[config.mk]
export PLATFORM = sky130hd
export DESIGN_NAME = md5_hash_core_flat
export DESIGN_NICKNAME = d
export VERILOG_FILES = /design/src/rtl/md5_pkg.sv /design/src/rtl/md5_in_if.sv /design/src/rtl/md5_out_if.sv /design/src/rtl/md5_hash_core.sv /design/src/rtl/md5_msg_buf.sv /design/src/rtl/md5_compress.sv /design/src/flat_wrapper.sv
export SDC_FILE = /design/constraint.sdc
export NUM_CORES = 2
export LEC_CHECK = 0
export ABC_CLOCK_PERIOD_IN_PS = 10500
export BUFFER_PORTS_ARGS = -buffer_cell sky130_fd_sc_hd__buf_2
export CAP_MARGIN = 20
export CORE_UTILIZATION = 64
export CTS_CLUSTER_DIAMETER = 120
export CTS_CLUSTER_SIZE = 8
export DETAILED_ROUTE_END_ITERATION = 16
export HOLD_SLACK_MARGIN = 0.08
export PLACE_DENSITY = 0.81
export REMOVE_ABC_BUFFERS = 1
export SLEW_MARGIN = 20
export SYNTH_ARGS = -nofsm -noshare
export SYNTH_HDL_FRONTEND = slang
export SYNTH_HIERARCHICAL = 1
export SYNTH_SLANG_ARGS = --single-unit
[constraint.sdc]
create_clock -name clk -period 10.5 [get_ports clk]
set_input_delay 2.1 -clock clk [delete_from_list [all_inputs] [get_ports clk]]
set_output_delay 2.1 -clock clk [all_outputs]
set_load 0.02 [all_outputs]
[src/rtl/md5_pkg.sv]
// ----------------------------------------------------------------------------
// md5_pkg
// Shared types, constants and round helpers for the MD5 hashing core.
// ----------------------------------------------------------------------------
package md5_pkg;

    localparam int WORD_W     = 32;
    localparam int BYTE_W     = 8;
    localparam int POS_W      = 6;
    localparam int WADDR_W    = 4;
    localparam int BITCNT_W   = 64;
    localparam int ROUND_W    = 6;

    localparam logic OP_ABSORB = 1'b0;
    localparam logic OP_FINAL  = 1'b1;

    localparam logic [BYTE_W-1:0] PAD_LEAD   = 8'h80;
    localparam logic [POS_W-1:0]  POS_LAST   = 6'd63;
    localparam logic [POS_W-1:0]  POS_LENGTH = 6'd56;
    localparam logic [BITCNT_W-1:0] BYTE_BITS = 64'd8;

    typedef logic [3:0][WORD_W-1:0] word4_t;

    localparam word4_t CHAIN_IV = {32'h10325476, 32'h98badcfe, 32'hefcdab89, 32'h67452301};

    typedef enum logic [1:0] {
        ST_IDLE,
        ST_PAD,
        ST_COMP,
        ST_OUT
    } seq_state_t;

    typedef struct packed {
        logic start;
        logic init;
    } cmp_ctrl_t;

    localparam logic [WORD_W-1:0] K_TAB [64] = '{
        32'hd76aa478, 32'he8c7b756, 32'h242070db, 32'hc1bdceee,
        32'hf57c0faf, 32'h4787c62a, 32'ha8304613, 32'hfd469501,
        32'h698098d8, 32'h8b44f7af, 32'hffff5bb1, 32'h895cd7be,
        32'h6b901122, 32'hfd987193, 32'ha679438e, 32'h49b40821,
        32'hf61e2562, 32'hc040b340, 32'h265e5a51, 32'he9b6c7aa,
        32'hd62f105d, 32'h02441453, 32'hd8a1e681, 32'he7d3fbc8,
        32'h21e1cde6, 32'hc33707d6, 32'hf4d50d87, 32'h455a14ed,
        32'ha9e3e905, 32'hfcefa3f8, 32'h676f02d9, 32'h8d2a4c8a,
        32'hfffa3942, 32'h8771f681, 32'h6d9d6122, 32'hfde5380c,
        32'ha4beea44, 32'h4bdecfa9, 32'hf6bb4b60, 32'hbebfbc70,
        32'h289b7ec6, 32'heaa127fa, 32'hd4ef3085, 32'h04881d05,
        32'hd9d4d039, 32'he6db99e5, 32'h1fa27cf8, 32'hc4ac5665,
        32'hf4292244, 32'h432aff97, 32'hab9423a7, 32'hfc93a039,
        32'h655b59c3, 32'h8f0ccc92, 32'hffeff47d, 32'h85845dd1,
        32'h6fa87e4f, 32'hfe2ce6e0, 32'ha3014314, 32'h4e0811a1,
        32'hf7537e82, 32'hbd3af235, 32'h2ad7d2bb, 32'heb86d391
    };

    localparam logic [4:0] ROT_TAB [16] = '{
        5'd7, 5'd12, 5'd17, 5'd22, 5'd5, 5'd9, 5'd14, 5'd20,
        5'd4, 5'd11, 5'd16, 5'd23, 5'd6, 5'd10, 5'd15, 5'd21
    };

    function automatic logic [WADDR_W-1:0] msg_index(input logic [ROUND_W-1:0] rnd);
        logic [WADDR_W-1:0] i;
        logic [WADDR_W-1:0] g;
        i = rnd[WADDR_W-1:0];
        case (rnd[5:4])
            2'd0:    g = i;
            2'd1:    g = WADDR_W'((i << 2) + i + 4'd1);
            2'd2:    g = WADDR_W'((i << 1) + i + 4'd5);
            default: g = WADDR_W'((i << 3) - i);
        endcase
        return g;
    endfunction

    function automatic logic [WORD_W-1:0] rotl(input logic [WORD_W-1:0] v,
                                               input logic [4:0] n);
        logic [5:0] rs;
        rs = 6'd32 - {1'b0, n};
        return (v << n) | (v >> rs);
    endfunction

endpackage

[src/rtl/md5_in_if.sv]
// ----------------------------------------------------------------------------
// md5_in_if
// Message channel: one absorb byte or a finalize request per transaction.
// ----------------------------------------------------------------------------
interface md5_in_if;
    logic                         valid;
    logic                         ready;
    logic                         operation;
    logic [md5_pkg::BYTE_W-1:0]   data_byte;

    modport source (output valid, output operation, output data_byte, input ready);
    modport sink   (input valid, input operation, input data_byte, output ready);
endinterface

[src/rtl/md5_out_if.sv]
// ----------------------------------------------------------------------------
// md5_out_if
// Digest channel: four 32-bit digest words per transaction.
// ----------------------------------------------------------------------------
interface md5_out_if;
    logic                         valid;
    logic                         ready;
    logic [md5_pkg::WORD_W-1:0]   digest_word0;
    logic [md5_pkg::WORD_W-1:0]   digest_word1;
    logic [md5_pkg::WORD_W-1:0]   digest_word2;
    logic [md5_pkg::WORD_W-1:0]   digest_word3;

    modport source (output valid, output digest_word0, output digest_word1,
                    output digest_word2, output digest_word3, input ready);
    modport sink   (input valid, input digest_word0, input digest_word1,
                    input digest_word2, input digest_word3, output ready);
endinterface

[src/rtl/md5_hash_core.sv]
// ----------------------------------------------------------------------------
// md5_hash_core
// MD5 hashing core: absorbs one message byte per transaction and emits the
// digest on a finalize transaction.
// ----------------------------------------------------------------------------
// Absorb: the byte that fills a block starts a compression
//   (a word fetch, 64 rounds at one per cycle, then one chaining fold).
// Finalize: one padding/length byte per cycle up to the block end (9 to 72),
//   with a compression at each block end (one or two), then the load of the
//   digest register (delayed while an earlier digest is still waiting).
// Reset: chaining words to the MD5 initial values, byte position and bit
//   count to zero; the block buffer is not cleared.
module md5_hash_core (
    input  logic                clk,
    input  logic                rst_n,
    md5_in_if.sink              msg_in,
    md5_out_if.source           digest_out
);

    md5_pkg::seq_state_t                state_reg, state_next;
    logic [md5_pkg::POS_W-1:0]          pos_reg, pos_next;
    logic [md5_pkg::BITCNT_W-1:0]       bitcnt_reg, bitcnt_next;
    logic                               fin_reg, fin_next;
    logic                               first_reg, first_next;
    logic                               lenph_reg, lenph_next;
    logic                               last_reg, last_next;
    logic                               out_valid_reg, out_valid_next;
    md5_pkg::word4_t                    digest_reg;

    logic                               accept;
    logic                               can_load;
    logic                               load_out;
    logic                               wr_en;
    logic [md5_pkg::BYTE_W-1:0]         wr_byte;
    logic                               sel_len;
    logic [md5_pkg::BYTE_W-1:0]         pad_byte;
    md5_pkg::cmp_ctrl_t                 cmp_ctrl;
    logic                               cmp_done;
    md5_pkg::word4_t                    chain;
    logic [md5_pkg::WADDR_W-1:0]        rd_addr;
    logic [md5_pkg::WORD_W-1:0]         rd_data;

    assign accept   = msg_in.valid && msg_in.ready;
    assign can_load = !out_valid_reg || digest_out.ready;
    assign sel_len  = !first_reg && (lenph_reg || (pos_reg == md5_pkg::POS_LENGTH));

    always_comb
    begin
        if (first_reg)
        begin
            pad_byte = md5_pkg::PAD_LEAD;
        end
        else if (sel_len)
        begin
            pad_byte = bitcnt_reg[{pos_reg[2:0], 3'b000} +: md5_pkg::BYTE_W];
        end
        else
        begin
            pad_byte = '0;
        end
    end

    md5_msg_buf u_buf (
        .clk     (clk),
        .wr_en   (wr_en),
        .wr_addr (pos_reg),
        .wr_byte (wr_byte),
        .rd_addr (rd_addr),
        .rd_data (rd_data)
    );

    md5_compress u_cmp (
        .clk     (clk),
        .rst_n   (rst_n),
        .ctrl    (cmp_ctrl),
        .rd_addr (rd_addr),
        .rd_data (rd_data),
        .done    (cmp_done),
        .chain   (chain)
    );

    // next state
    always_comb
    begin
        state_next = state_reg;
        case (state_reg)
            md5_pkg::ST_IDLE:
            begin
                if (accept)
                begin
                    if (msg_in.operation == md5_pkg::OP_FINAL)
                    begin
                        state_next = md5_pkg::ST_PAD;
                    end
                    else if (pos_reg == md5_pkg::POS_LAST)
                    begin
                        state_next = md5_pkg::ST_COMP;
                    end
                end
            end
            md5_pkg::ST_PAD:
            begin
                if (pos_reg == md5_pkg::POS_LAST)
                begin
                    state_next = md5_pkg::ST_COMP;
                end
            end
            md5_pkg::ST_COMP:
            begin
                if (cmp_done)
                begin
                    if (!fin_reg)
                    begin
                        state_next = md5_pkg::ST_IDLE;
                    end
                    else if (last_reg)
                    begin
                        state_next = md5_pkg::ST_OUT;
                    end
                    else
                    begin
                        state_next = md5_pkg::ST_PAD;
                    end
                end
            end
            md5_pkg::ST_OUT:
            begin
                if (can_load)
                begin
                    state_next = md5_pkg::ST_IDLE;
                end
            end
            default:
            begin
                state_next = md5_pkg::ST_IDLE;
            end
        endcase
    end

    // outputs
    always_comb
    begin
        msg_in.ready   = 1'b0;
        wr_en          = 1'b0;
        wr_byte        = msg_in.data_byte;
        cmp_ctrl.start = 1'b0;
        cmp_ctrl.init  = 1'b0;
        load_out       = 1'b0;
        case (state_reg)
            md5_pkg::ST_IDLE:
            begin
                msg_in.ready = 1'b1;
                if (msg_in.valid && (msg_in.operation == md5_pkg::OP_ABSORB))
                begin
                    wr_en          = 1'b1;
                    cmp_ctrl.start = (pos_reg == md5_pkg::POS_LAST);
                end
            end
            md5_pkg::ST_PAD:
            begin
                wr_en          = 1'b1;
                wr_byte        = pad_byte;
                cmp_ctrl.start = (pos_reg == md5_pkg::POS_LAST);
            end
            md5_pkg::ST_OUT:
            begin
                load_out      = can_load;
                cmp_ctrl.init = can_load;
            end
            default:
            begin
                wr_en = 1'b0;
            end
        endcase
    end

    always_comb
    begin
        pos_next       = pos_reg;
        bitcnt_next    = bitcnt_reg;
        fin_next       = fin_reg;
        first_next     = first_reg;
        lenph_next     = lenph_reg;
        last_next      = last_reg;
        out_valid_next = out_valid_reg;

        if (wr_en)
        begin
            pos_next = pos_reg + 1'b1;
        end
        if ((state_reg == md5_pkg::ST_IDLE) && accept)
        begin
            if (msg_in.operation == md5_pkg::OP_FINAL)
            begin
                fin_next   = 1'b1;
                first_next = 1'b1;
            end
            else
            begin
                bitcnt_next = bitcnt_reg + md5_pkg::BYTE_BITS;
            end
        end
        if (state_reg == md5_pkg::ST_PAD)
        begin
            first_next = 1'b0;
            if (sel_len)
            begin
                lenph_next = 1'b1;
                if (pos_reg == md5_pkg::POS_LAST)
                begin
                    last_next = 1'b1;
                end
            end
        end
        if (digest_out.ready)
        begin
            out_valid_next = 1'b0;
        end
        if (load_out)
        begin
            out_valid_next = 1'b1;
            bitcnt_next    = '0;
            fin_next       = 1'b0;
            lenph_next     = 1'b0;
            last_next      = 1'b0;
        end
    end

    always_ff @(posedge clk or negedge rst_n)
    begin
        if (!rst_n)
        begin
            state_reg     <= md5_pkg::ST_IDLE;
            pos_reg       <= '0;
            bitcnt_reg    <= '0;
            fin_reg       <= 1'b0;
            first_reg     <= 1'b0;
            lenph_reg     <= 1'b0;
            last_reg      <= 1'b0;
            out_valid_reg <= 1'b0;
        end
        else
        begin
            state_reg     <= state_next;
            pos_reg       <= pos_next;
            bitcnt_reg    <= bitcnt_next;
            fin_reg       <= fin_next;
            first_reg     <= first_next;
            lenph_reg     <= lenph_next;
            last_reg      <= last_next;
            out_valid_reg <= out_valid_next;
        end
    end

    always_ff @(posedge clk)
    begin
        if (load_out)
        begin
            digest_reg <= chain;
        end
    end

    assign digest_out.valid        = out_valid_reg;
    assign digest_out.digest_word0 = digest_reg[0];
    assign digest_out.digest_word1 = digest_reg[1];
    assign digest_out.digest_word2 = digest_reg[2];
    assign digest_out.digest_word3 = digest_reg[3];

    a_start_at_block_end: assert property (@(posedge clk) disable iff (!rst_n)
        cmp_ctrl.start |-> (wr_en && (pos_reg == md5_pkg::POS_LAST)))
        else $error("compression started before block end");

    a_no_write_in_comp: assert property (@(posedge clk) disable iff (!rst_n)
        (state_reg == md5_pkg::ST_COMP) |-> !wr_en)
        else $error("buffer written during compression");

    a_done_in_comp: assert property (@(posedge clk) disable iff (!rst_n)
        cmp_done |-> (state_reg == md5_pkg::ST_COMP))
        else $error("compression done outside compress state");

    a_last_aligned: assert property (@(posedge clk) disable iff (!rst_n)
        last_reg |-> (pos_reg == '0))
        else $error("length bytes did not end on block boundary");

    a_clean_after_out: assert property (@(posedge clk) disable iff (!rst_n)
        load_out |=> ((pos_reg == '0) && (bitcnt_reg == '0) && !fin_reg))
        else $error("state not cleared after digest");

endmodule

[src/rtl/md5_msg_buf.sv]
// ----------------------------------------------------------------------------
// md5_msg_buf
// 64-byte block buffer: byte-wide write port, word-wide registered read port.
// ----------------------------------------------------------------------------
module md5_msg_buf (
    input  logic                            clk,
    input  logic                            wr_en,
    input  logic [md5_pkg::POS_W-1:0]       wr_addr,
    input  logic [md5_pkg::BYTE_W-1:0]      wr_byte,
    input  logic [md5_pkg::WADDR_W-1:0]     rd_addr,
    output logic [md5_pkg::WORD_W-1:0]      rd_data
);

    logic [3:0][md5_pkg::BYTE_W-1:0] mem [16];
    logic [md5_pkg::WORD_W-1:0]      rd_data_reg;

    always_ff @(posedge clk)
    begin
        if (wr_en)
        begin
            mem[wr_addr[5:2]][wr_addr[1:0]] <= wr_byte;
        end
        rd_data_reg <= mem[rd_addr];
    end

    assign rd_data = rd_data_reg;

endmodule

[src/rtl/md5_compress.sv]
// ----------------------------------------------------------------------------
// md5_compress
// Chaining words and the 64-round compression, one round per cycle, with
// message words fetched from the block buffer in the cycle before each round.
// ----------------------------------------------------------------------------
module md5_compress (
    input  logic                            clk,
    input  logic                            rst_n,
    input  md5_pkg::cmp_ctrl_t              ctrl,
    output logic [md5_pkg::WADDR_W-1:0]     rd_addr,
    input  logic [md5_pkg::WORD_W-1:0]      rd_data,
    output logic                            done,
    output md5_pkg::word4_t                 chain
);

    md5_pkg::word4_t                    chain_reg, chain_next;
    logic [md5_pkg::WORD_W-1:0]         a_reg, b_reg, c_reg, d_reg;
    logic [md5_pkg::WORD_W-1:0]         a_next, b_next, c_next, d_next;
    logic [md5_pkg::ROUND_W-1:0]        cnt_reg, cnt_next;
    logic [md5_pkg::ROUND_W-1:0]        rnd_reg, rnd_next;
    logic                               issue_reg, issue_next;
    logic                               run_reg, run_next;
    logic                               fold_reg, fold_next;

    logic [md5_pkg::WORD_W-1:0]         f_val;
    logic [md5_pkg::WORD_W-1:0]         t_sum;
    logic [md5_pkg::WORD_W-1:0]         new_b;

    assign rd_addr = md5_pkg::msg_index(cnt_reg);

    always_comb
    begin
        case (rnd_reg[5:4])
            2'd0:    f_val = (b_reg & c_reg) | (~b_reg & d_reg);
            2'd1:    f_val = (b_reg & d_reg) | (c_reg & ~d_reg);
            2'd2:    f_val = b_reg ^ c_reg ^ d_reg;
            default: f_val = c_reg ^ (b_reg | ~d_reg);
        endcase
        t_sum = a_reg + f_val + rd_data + md5_pkg::K_TAB[rnd_reg];
        new_b = md5_pkg::rotl(t_sum, md5_pkg::ROT_TAB[{rnd_reg[5:4], rnd_reg[1:0]}]) + b_reg;
    end

    always_comb
    begin
        chain_next = chain_reg;
        a_next     = a_reg;
        b_next     = b_reg;
        c_next     = c_reg;
        d_next     = d_reg;
        cnt_next   = cnt_reg;
        rnd_next   = rnd_reg;
        issue_next = issue_reg;
        run_next   = 1'b0;
        fold_next  = 1'b0;

        if (ctrl.start)
        begin
            a_next     = chain_reg[0];
            b_next     = chain_reg[1];
            c_next     = chain_reg[2];
            d_next     = chain_reg[3];
            cnt_next   = '0;
            issue_next = 1'b1;
        end
        else if (issue_reg)
        begin
            rnd_next = cnt_reg;
            run_next = 1'b1;
            cnt_next = cnt_reg + 1'b1;
            if (cnt_reg == md5_pkg::POS_LAST)
            begin
                issue_next = 1'b0;
            end
        end

        if (run_reg)
        begin
            a_next = d_reg;
            b_next = new_b;
            c_next = b_reg;
            d_next = c_reg;
            if (rnd_reg == md5_pkg::POS_LAST)
            begin
                fold_next = 1'b1;
            end
        end

        if (fold_reg)
        begin
            chain_next[0] = chain_reg[0] + a_reg;
            chain_next[1] = chain_reg[1] + b_reg;
            chain_next[2] = chain_reg[2] + c_reg;
            chain_next[3] = chain_reg[3] + d_reg;
        end

        if (ctrl.init)
        begin
            chain_next = md5_pkg::CHAIN_IV;
        end
    end

    always_ff @(posedge clk or negedge rst_n)
    begin
        if (!rst_n)
        begin
            chain_reg <= md5_pkg::CHAIN_IV;
            cnt_reg   <= '0;
            rnd_reg   <= '0;
            issue_reg <= 1'b0;
            run_reg   <= 1'b0;
            fold_reg  <= 1'b0;
        end
        else
        begin
            chain_reg <= chain_next;
            cnt_reg   <= cnt_next;
            rnd_reg   <= rnd_next;
            issue_reg <= issue_next;
            run_reg   <= run_next;
            fold_reg  <= fold_next;
        end
    end

    always_ff @(posedge clk)
    begin
        a_reg <= a_next;
        b_reg <= b_next;
        c_reg <= c_next;
        d_reg <= d_next;
    end

    assign done  = fold_reg;
    assign chain = chain_reg;

endmodule
[src/flat_wrapper.sv]
// flat-port wrapper written by rule: the top's interface ports become plain ports
module md5_hash_core_flat 
  (clk, rst_n, msg_in_valid, msg_in_operation, msg_in_data_byte, msg_in_ready, digest_out_valid, digest_out_digest_word0, digest_out_digest_word1, digest_out_digest_word2, digest_out_digest_word3, digest_out_ready);
  md5_in_if msg_in_i ();
  md5_out_if digest_out_i ();
  input  logic clk;
  input  logic rst_n;
  input wire logic [$bits(msg_in_i.valid)-1:0] msg_in_valid;
  input wire logic [$bits(msg_in_i.operation)-1:0] msg_in_operation;
  input wire logic [$bits(msg_in_i.data_byte)-1:0] msg_in_data_byte;
  output wire logic [$bits(msg_in_i.ready)-1:0] msg_in_ready;
  output wire logic [$bits(digest_out_i.valid)-1:0] digest_out_valid;
  output wire logic [$bits(digest_out_i.digest_word0)-1:0] digest_out_digest_word0;
  output wire logic [$bits(digest_out_i.digest_word1)-1:0] digest_out_digest_word1;
  output wire logic [$bits(digest_out_i.digest_word2)-1:0] digest_out_digest_word2;
  output wire logic [$bits(digest_out_i.digest_word3)-1:0] digest_out_digest_word3;
  input wire logic [$bits(digest_out_i.ready)-1:0] digest_out_ready;
  assign msg_in_i.valid = msg_in_valid;
  assign msg_in_i.operation = msg_in_operation;
  assign msg_in_i.data_byte = msg_in_data_byte;
  assign msg_in_ready = msg_in_i.ready;
  assign digest_out_valid = digest_out_i.valid;
  assign digest_out_digest_word0 = digest_out_i.digest_word0;
  assign digest_out_digest_word1 = digest_out_i.digest_word1;
  assign digest_out_digest_word2 = digest_out_i.digest_word2;
  assign digest_out_digest_word3 = digest_out_i.digest_word3;
  assign digest_out_i.ready = digest_out_ready;
  md5_hash_core u_core (.clk(clk), .rst_n(rst_n), .msg_in(msg_in_i), .digest_out(digest_out_i));
endmodule
# Yosys cells after proc, flatten, opt, wreduce, memory -nomap -nowiden
# Memory sizes are Yosys's and may differ from the RTL's. A register that Yosys moved wholly into a read port is not among the register bits.
# Cells that the tools add are included.
[op_classes] add_sub_neg=17 multipliers=0 div_mod_pow=0 order_cmp=4 eq_ne=15 n_shift=3 n_mux=62 bitwise_logic=17 reduce_logical=30
[op_table] cell="$mux 32" n=11
[op_table] cell="$add 32x32->32" n=8
[op_table] cell="$mux 128" n=2
[op_table] cell="$mux 64" n=3
[op_table] cell="$and 32x32->32" n=4
[op_table] cell="$or 32x32->32" n=4
[op_table] cell="$pmux 32 s3" n=1
[op_table] cell="$xor 32x32->32" n=3
[op_table] cell="$add 64x4->64 const B" n=1
[op_table] cell="$not 32->32" n=2
[op_table] cell="$shiftx 64x7->8" n=1
[op_table] cell="$mux 8" n=4
[op_table] cell="$shl 32x5->32" n=1
[op_table] cell="$shr 32x6->32" n=1
[op_table] cell="$mux 1" n=25
[op_table] cell="$eq 6x6->1 const B" n=4
[op_table] cell="$reduce_bool 2->1" n=11
[op_table] cell="$demux 8 s2" n=1
[op_table] cell="$mux 2" n=7
[op_table] cell="$add 6x1->6 const B" n=2
[op_table] cell="$mux 6" n=2
[op_table] cell="$pmux 4 s3" n=1
[op_table] cell="$mux 5" n=2
[op_table] cell="$reduce_and 2->1" n=5
[op_table] cell="other kinds (23)" n=42
[totals] register_bits=476 latch_bits=0 mem_bits_rw=512 rom_bits=2128 input_bits=13 output_inout_bits=130 wordCells=176 mem_count=3
[memory_table] memory="(no name shown)" words=64 width=32 rd=1 rd_clocked_by_memory_dff=0 wr=0 line="md5_compress.sv:39" text="t_sum = a_reg + f_val + rd_data + md5_pkg::K_TAB[rnd_reg];"
[memory_table] memory="u_core.u_buf.mem" words=16 width=32 rd=1 rd_clocked_by_memory_dff=1 wr=1 line="md5_msg_buf.sv:14" text="logic [3:0][md5_pkg::BYTE_W-1:0] mem [16];"
[memory_table] memory="(no name shown)" words=16 width=5 rd=1 rd_clocked_by_memory_dff=0 wr=0 line="md5_compress.sv:40" text="new_b = md5_pkg::rotl(t_sum, md5_pkg::ROT_TAB[{rnd_reg[5:4], rnd_reg[1:0]}]) + b_reg;"

# Depth between registers and ports, before layout
[logic_depth] word_depth=11 ltp_mapped=39 depth_no_buf=36

# Hierarchy
# Netlist, hierarchy kept.
[by_module_without_submodules] mod="md5_compress" n_inst=1 cells_each=3598 area_per_inst_um2=30202.7 seq_area_each_um2=7502.2
[by_module_without_submodules] mod="md5_msg_buf" n_inst=1 cells_each=910 area_per_inst_um2=20134.3 seq_area_each_um2=16015.4
[by_module_without_submodules] mod="md5_hash_core" n_inst=1 cells_each=615 area_per_inst_um2=8348.0 seq_area_each_um2=5695.5

# Least setup slack after synthesis
# OpenSTA, ideal clock, no wires.
[synth_timing] kind="register -> register" from="reg u_core/u_cmp/rnd_reg[4] (netlist bit)" to="reg u_core/u_cmp/b_reg[20] (netlist bit) (data pin)" setup_ps=260 t_arrival_ps=8451 t_required_ps=10240 path_slack_ps=1789 path_stages_with_launch=38 path_buffers=5 synth_period_minus_slack_ps=8711 path_cell_list="dfrtp_1 buf_6 buf_8 clkbuf_1 clkbuf_1 buf_1 xnor2_1 o21ai_0 o21ai_0 fa_1 fa_1 inv_1 ha_1 fa_1 a21o_1 a22oi_1 a21oi_2 a211oi_2 (+2 left out) xnor2_1 o21ai_0 a22oi_1 a31oi_1 o211ai_1 ha_1 fa_1 a21o_1 a21o_1 a2111oi_0 o311a_1 nor3_1 a21boi_0 o21bai_1 a21o_1 a21oi_1 xnor2_1 mux2_2"
[synth_via] elab_chain_len=9 word_cells_on_any_way=21 cone_classes="5 x add/sub; 2 x eq/ne; 2 x shift; 6 x mux; 3 x bitwise; 1 x reduce/logical; 2 x memory"
[synth_lines] item="start, declared" line="md5_compress.sv:20" text="logic [md5_pkg::ROUND_W-1:0] rnd_reg, rnd_next;"
[synth_lines] item="start signal, assigned" line="md5_compress.sv:117" text="rnd_reg <= rnd_next;"
[synth_lines] item="$eq 2x2->1, or another cell as far along" line="md5_compress.sv:33" text="case (rnd_reg[5:4])"
[synth_lines] item="$pmux 32 s3, or another cell as far along" line="md5_compress.sv:33"
[synth_lines] item="$add 32x32->32, or another cell as far along (2 in series)" line="md5_compress.sv:39"
[synth_lines] item="$add 32x32->32 / $sub 6x5->6 (equally long branches)" line="md5_compress.sv:39, md5_pkg.sv:78"
[synth_lines] item="$shr 32x6->32 / $shl 32x5->32 (equally long branches)" line="md5_pkg.sv:79" text="return (v << n) | (v >> rs);"
[synth_lines] item="$or 32x32->32 *" line="md5_pkg.sv:79"
[synth_lines] item="$add 32x32->32 *" line="md5_compress.sv:40"
[synth_lines] item="$mux 32 *" line="md5_compress.sv:76" text="if (run_reg)"
[synth_lines] item="net u_core.u_cmp.b_next (one bit)" line="md5_compress.sv:18" text="logic [md5_pkg::WORD_W-1:0] a_next, b_next, c_next, d_next;"
[synth_lines] item="end signal, assigned" line="md5_compress.sv:127" text="b_reg <= b_next;"
[synth_lines] item="end, declared" line="md5_compress.sv:17" text="logic [md5_pkg::WORD_W-1:0] a_reg, b_reg, c_reg, d_reg;"
# The timed path passes the listed nets; every way through them passes the cells marked *. The select of a mux whose other input is x is not followed.
# A chain may end at the register's enable or synchronous reset.

# Worst setup path in the final report
[layout_timing] from="reg u_core/u_cmp/rnd_reg[0] (netlist bit)" to="reg u_core/u_cmp/b_reg[31] (netlist bit) (data pin)"
[layout_via] elab_chain_len=9 word_cells_on_any_way=15 cone_classes="3 x add/sub; 2 x shift; 5 x mux; 3 x bitwise; 2 x memory"
[layout_lines] item="$not 6->7 (not written as such) / $not 4->5 (equally long branches)" line="md5_compress.sv:39, md5_compress.sv:40"
[layout_lines] item="$mem_v2 64x32 / $mem_v2 16x5 (equally long branches)"
[layout_lines] item="$mux 32 (not written as such) / $mux 5 (equally long branches) (2 in series)" line="md5_compress.sv:39, md5_compress.sv:40"
[layout_lines] item="$add 32x32->32 / $sub 6x5->6 (equally long branches)" line="md5_compress.sv:39, md5_pkg.sv:78"
[layout_lines] item="$shr 32x6->32 / $shl 32x5->32 (equally long branches)" line="md5_pkg.sv:79"
[layout_lines] item="$or 32x32->32 *" line="md5_pkg.sv:79"
[layout_lines] item="$add 32x32->32 *" line="md5_compress.sv:40"
[layout_lines] item="$mux 32 *" line="md5_compress.sv:76"
[layout_lines] item="net u_core.u_cmp.b_next (one bit)" line="md5_compress.sv:18"
# Marked as above.

==> key figures <==
Run status
  – Status: finished, final reports clean

Timing
  – Count of pins over their slew limit: 0
  – Hold violation count in the final report: 0
  – Final Cycle Share: 0.971
  – Setup repair after global routing missed its margin: false
  – Final setup violating endpoints: 0
  – Actual transition at the worst max-transition pin: 1.13 ns
  – Slew Limit Headroom: 0.245
  – Final setup skew: 0.0543 ns
  – Minimum clock period after layout: 10.19 ns
  – Maximum frequency from static timing analysis: 98.1 MHz
  – Crit path setup slack, layout: 0.309 ns
  – Final TNS setup: 0 ns

Logic synthesis
  – Average instance area after synthesis: 11.5 µm²
  – Number of flops mapped to enable cells by yosys: 768
  – Cell types with the largest area share after synthesis: edfxtp_1, dfrtp_1, mux4_2
  – Number of synthesized register bits: 1017
  – Proportion of register bits with asynchronous set or reset after synthesis: 0.213
  – Area fraction in and, or, nand and nor cells after synthesis: 0.109
  – Gate Count Post-Synth: 5123
  – Combinational family with the most area after synthesis: compound AO/OA/AOI/OAI gates
  – Compound-gate portion of the synthesized area: 0.150
  – Mux share of post-synthesis cell area: 0.107
  – Leading area contributor after synthesis: edfxtp_1
  – Number of distinct library cell variants in the gate-level netlist after synthesis: 107
  – Part of the Yosys area used for sequential elements: 0.498
  – Predominant post-synthesis flop cell: edfxtp_1
  – Number of warnings reported in the yosys synthesis log: 6
  – XOR/XNOR share of the synthesized area: 0.0329
  – Portion of synthesized cell area occupied by the leading cell type: 0.393
  – Total standard cell area after synthesis: 58700 µm²
  – Adder-cell share of the synthesized area: 0.0697

Critical path
  – Top fanout value on the critical path: 11
  – Path type of the worst setup path: reg2reg
  – Signal arrival time at the worst endpoint: 10.69 ns
  – Critical Path Slowest Stage Cell: ha_1
  – Kind of start point of the critical path: flip-flop
  – Most used cell, CP: o21ai_0
  – Endpoint required time on the critical path: 11.00 ns
  – Endpoint class of the critical path: flip-flop
  – Critical path's largest stage delay: 0.58 ns
  – R2R cell count: 34

Layout
  – Final instance area: 65000 µm²
  – Most common cell after layout, fill and taps aside: edfxtp_1
  – Commonest non-fill, non-tap cells in the layout: edfxtp_1, nor2_1, a21oi_1, nand2_1, o21ai_0
  – Multi-input combinational cell area: 27700 µm²
  – Number of nets in the layout: 5528
  – Relative area change from synthesis to final layout: 10.7%
  – Layout cells sized above 1: 0.164
  – Antenna diode count: 0
  – Number of flip-flops under the largest register name: 512
  – Number of fillers in the final layout: 5971
  – Storage cell area: 29200 µm²

Placed design
  – Placed cell area: 60600 µm²
  – Count of port buffers added during placement: 142
  – RD Place Congestion: 0.995
  – Worst slack at placement: 0.548 ns
  – DP HPWL: 122000 µm

Floorplanning
  – Starting Density: 0.649
  – Area of the placeable core: 90400 µm²
  – Core Rows: 110
  – Die W: 305 µm
  – Die span in y: 305 µm
  – Die Area: 92900 µm²
  – Top-Level Pins: 143

Drt
  – Vias per std cell: 7.03
  – 1st-iter DRT viols: 6464
  – WL final: 186000 µm
  – Total number of vias: 45816
  – Number of iterations in the first detailed-routing pass: 8
  – Number of design rule violations left after detail routing: 0
  – Wire length per cell: 28.5 µm
  – Number of nets still failing antenna checks after routing: 0

Clock network
  – CTS sink cnt: 1017
  – # H-tree levels: 4
  – Quantity of hold-fixing buffers added after cts: 0
  – Number of buffers added by the clock tree synthesis step: 146
  – Largest buffer count on any clock path: 3
  – Latest clock arrival within the worst-skew pair: 0.77 ns
  – CTS tree: built
  – Buffer cell driving the clock tree root: clkbuf_16
  – Number of buffers inserted to repair setup after CTS: 0
  – Clock transition time at the flip-flop clock pins of the worst setup and hold paths: 0.05 ns

Worst hold path
  – Cell depth of the worst min-delay path: 0
  – Class of the tightest hold or removal check: reg2reg

Global routing
  – First-pass GRT wire length: 277000 µm
  – Number of antenna violations at the first check in global routing: 2
  – Maximum number of pins on one net before global-route repair: 104
  – Remaining global-route overflow: 0
  – Total routing resource utilization after global routing: 0.398
  – Vias in the first global route: 44021

Run
  – Max-cap violations: 0
[cell type report]
cell class / count / share of cell area
tap: 1176 / 0.0227
clock buffer: 247 / 0.0631
timing repair buffer: 231 / 0.0222
clock inverter: 14 / 0.00387
multi-input combinational: 3623 / 0.426
sequential: 1017 / 0.450
inverter: 210 / 0.0123
[final timing paths]
| path | from | end | slack (ns) |
|---|---|---|---|
| worst max-delay path | u_core/u_cmp/rnd_reg[0] | u_core/u_cmp/b_reg[31] | 0.31 |
| worst min-delay path | u_core/u_cmp/chain[31] | u_core/digest_out.digest_word0[31] | 0.49 |
| worst max register to register | u_core/u_cmp/rnd_reg[0] | u_core/u_cmp/b_reg[31] | 0.31 |
| worst min register to register | u_core/u_cmp/chain[31] | u_core/digest_out.digest_word0[31] | 0.49 |
| max in group asynchronous | rst_n | u_core/bitcnt_reg[13] | 7.09 |
| min in group asynchronous | rst_n | u_core/u_cmp/chain[33] | 1.22 |
[what timing repair did]
| action | in CTS | in global routing |
|---|---|---|
| resized for setup | 0 | 3 |
| setup endpoints to repair | 0 | 4 |
| endpoints found under the hold margin | 0 | 0 |
[synthesized netlist by cell type (57+ instances only)]
cell / instances
mux4_2: 160
o21ai_0: 303
nand3_1: 117
ha_1: 218
o211ai_1: 109
a22oi_1: 69
mux2i_1: 107
mux2_2: 141
a21oi_1: 358
dfrtp_1: 153
xnor2_1: 146
inv_1: 205
edfxtp_1: 768
clkbuf_1: 169
a21o_1: 80
a211oi_1: 57
nand2_1: 357
xor2_1: 66
fa_1: 68
nor2_1: 434
nor3_1: 77
dfstp_2: 64
[through the flow]
step | utilization | std cells | hold slack, ns
finish | 0.718 | 6518 | 0.487
global route | 0.718 | 6518 | 0.503
floorplan | - | 4850 | 0.463
CTS | 0.718 | 6518 | 0.485
global placement | 0.670 | 6257 | 0.480
detailed placement | 0.670 | 6257 | 0.475
[routing by layer]
metal,vias up,share of wire,global-route usage
met4,2,0.056,0.198
li1,19674,-,-
met2,3189,0.47,0.643
met5,-,0.000070,0
met3,620,0.099,0.0704
met1,22331,0.37,0.522
[cell families (layout without fill, tap and decap cells)]
family / after synthesis / in the layout
mux: 410 / 410
simple gates: 1352 / 1352
compound gates: 1359 / 1359
fa+ha+maj: 286 / 286
flops: 1017 / 1017
buf+inv: 483 / 702
xor+xnor: 216 / 216
[critical path: cells and delay by family, from the launching register on]
kind	cells	cell delay, ns
compound gates	18	4.75
xor+xnor	2	0.71
fa+ha+maj	4	1.79
mux	3	0.98
buf+inv	4	0.54
flops	1	0.56
simple gates	3	0.59
Power is not shown: default switching activity piles up to over one toggle a cycle in this logic, so the estimate is an artifact.
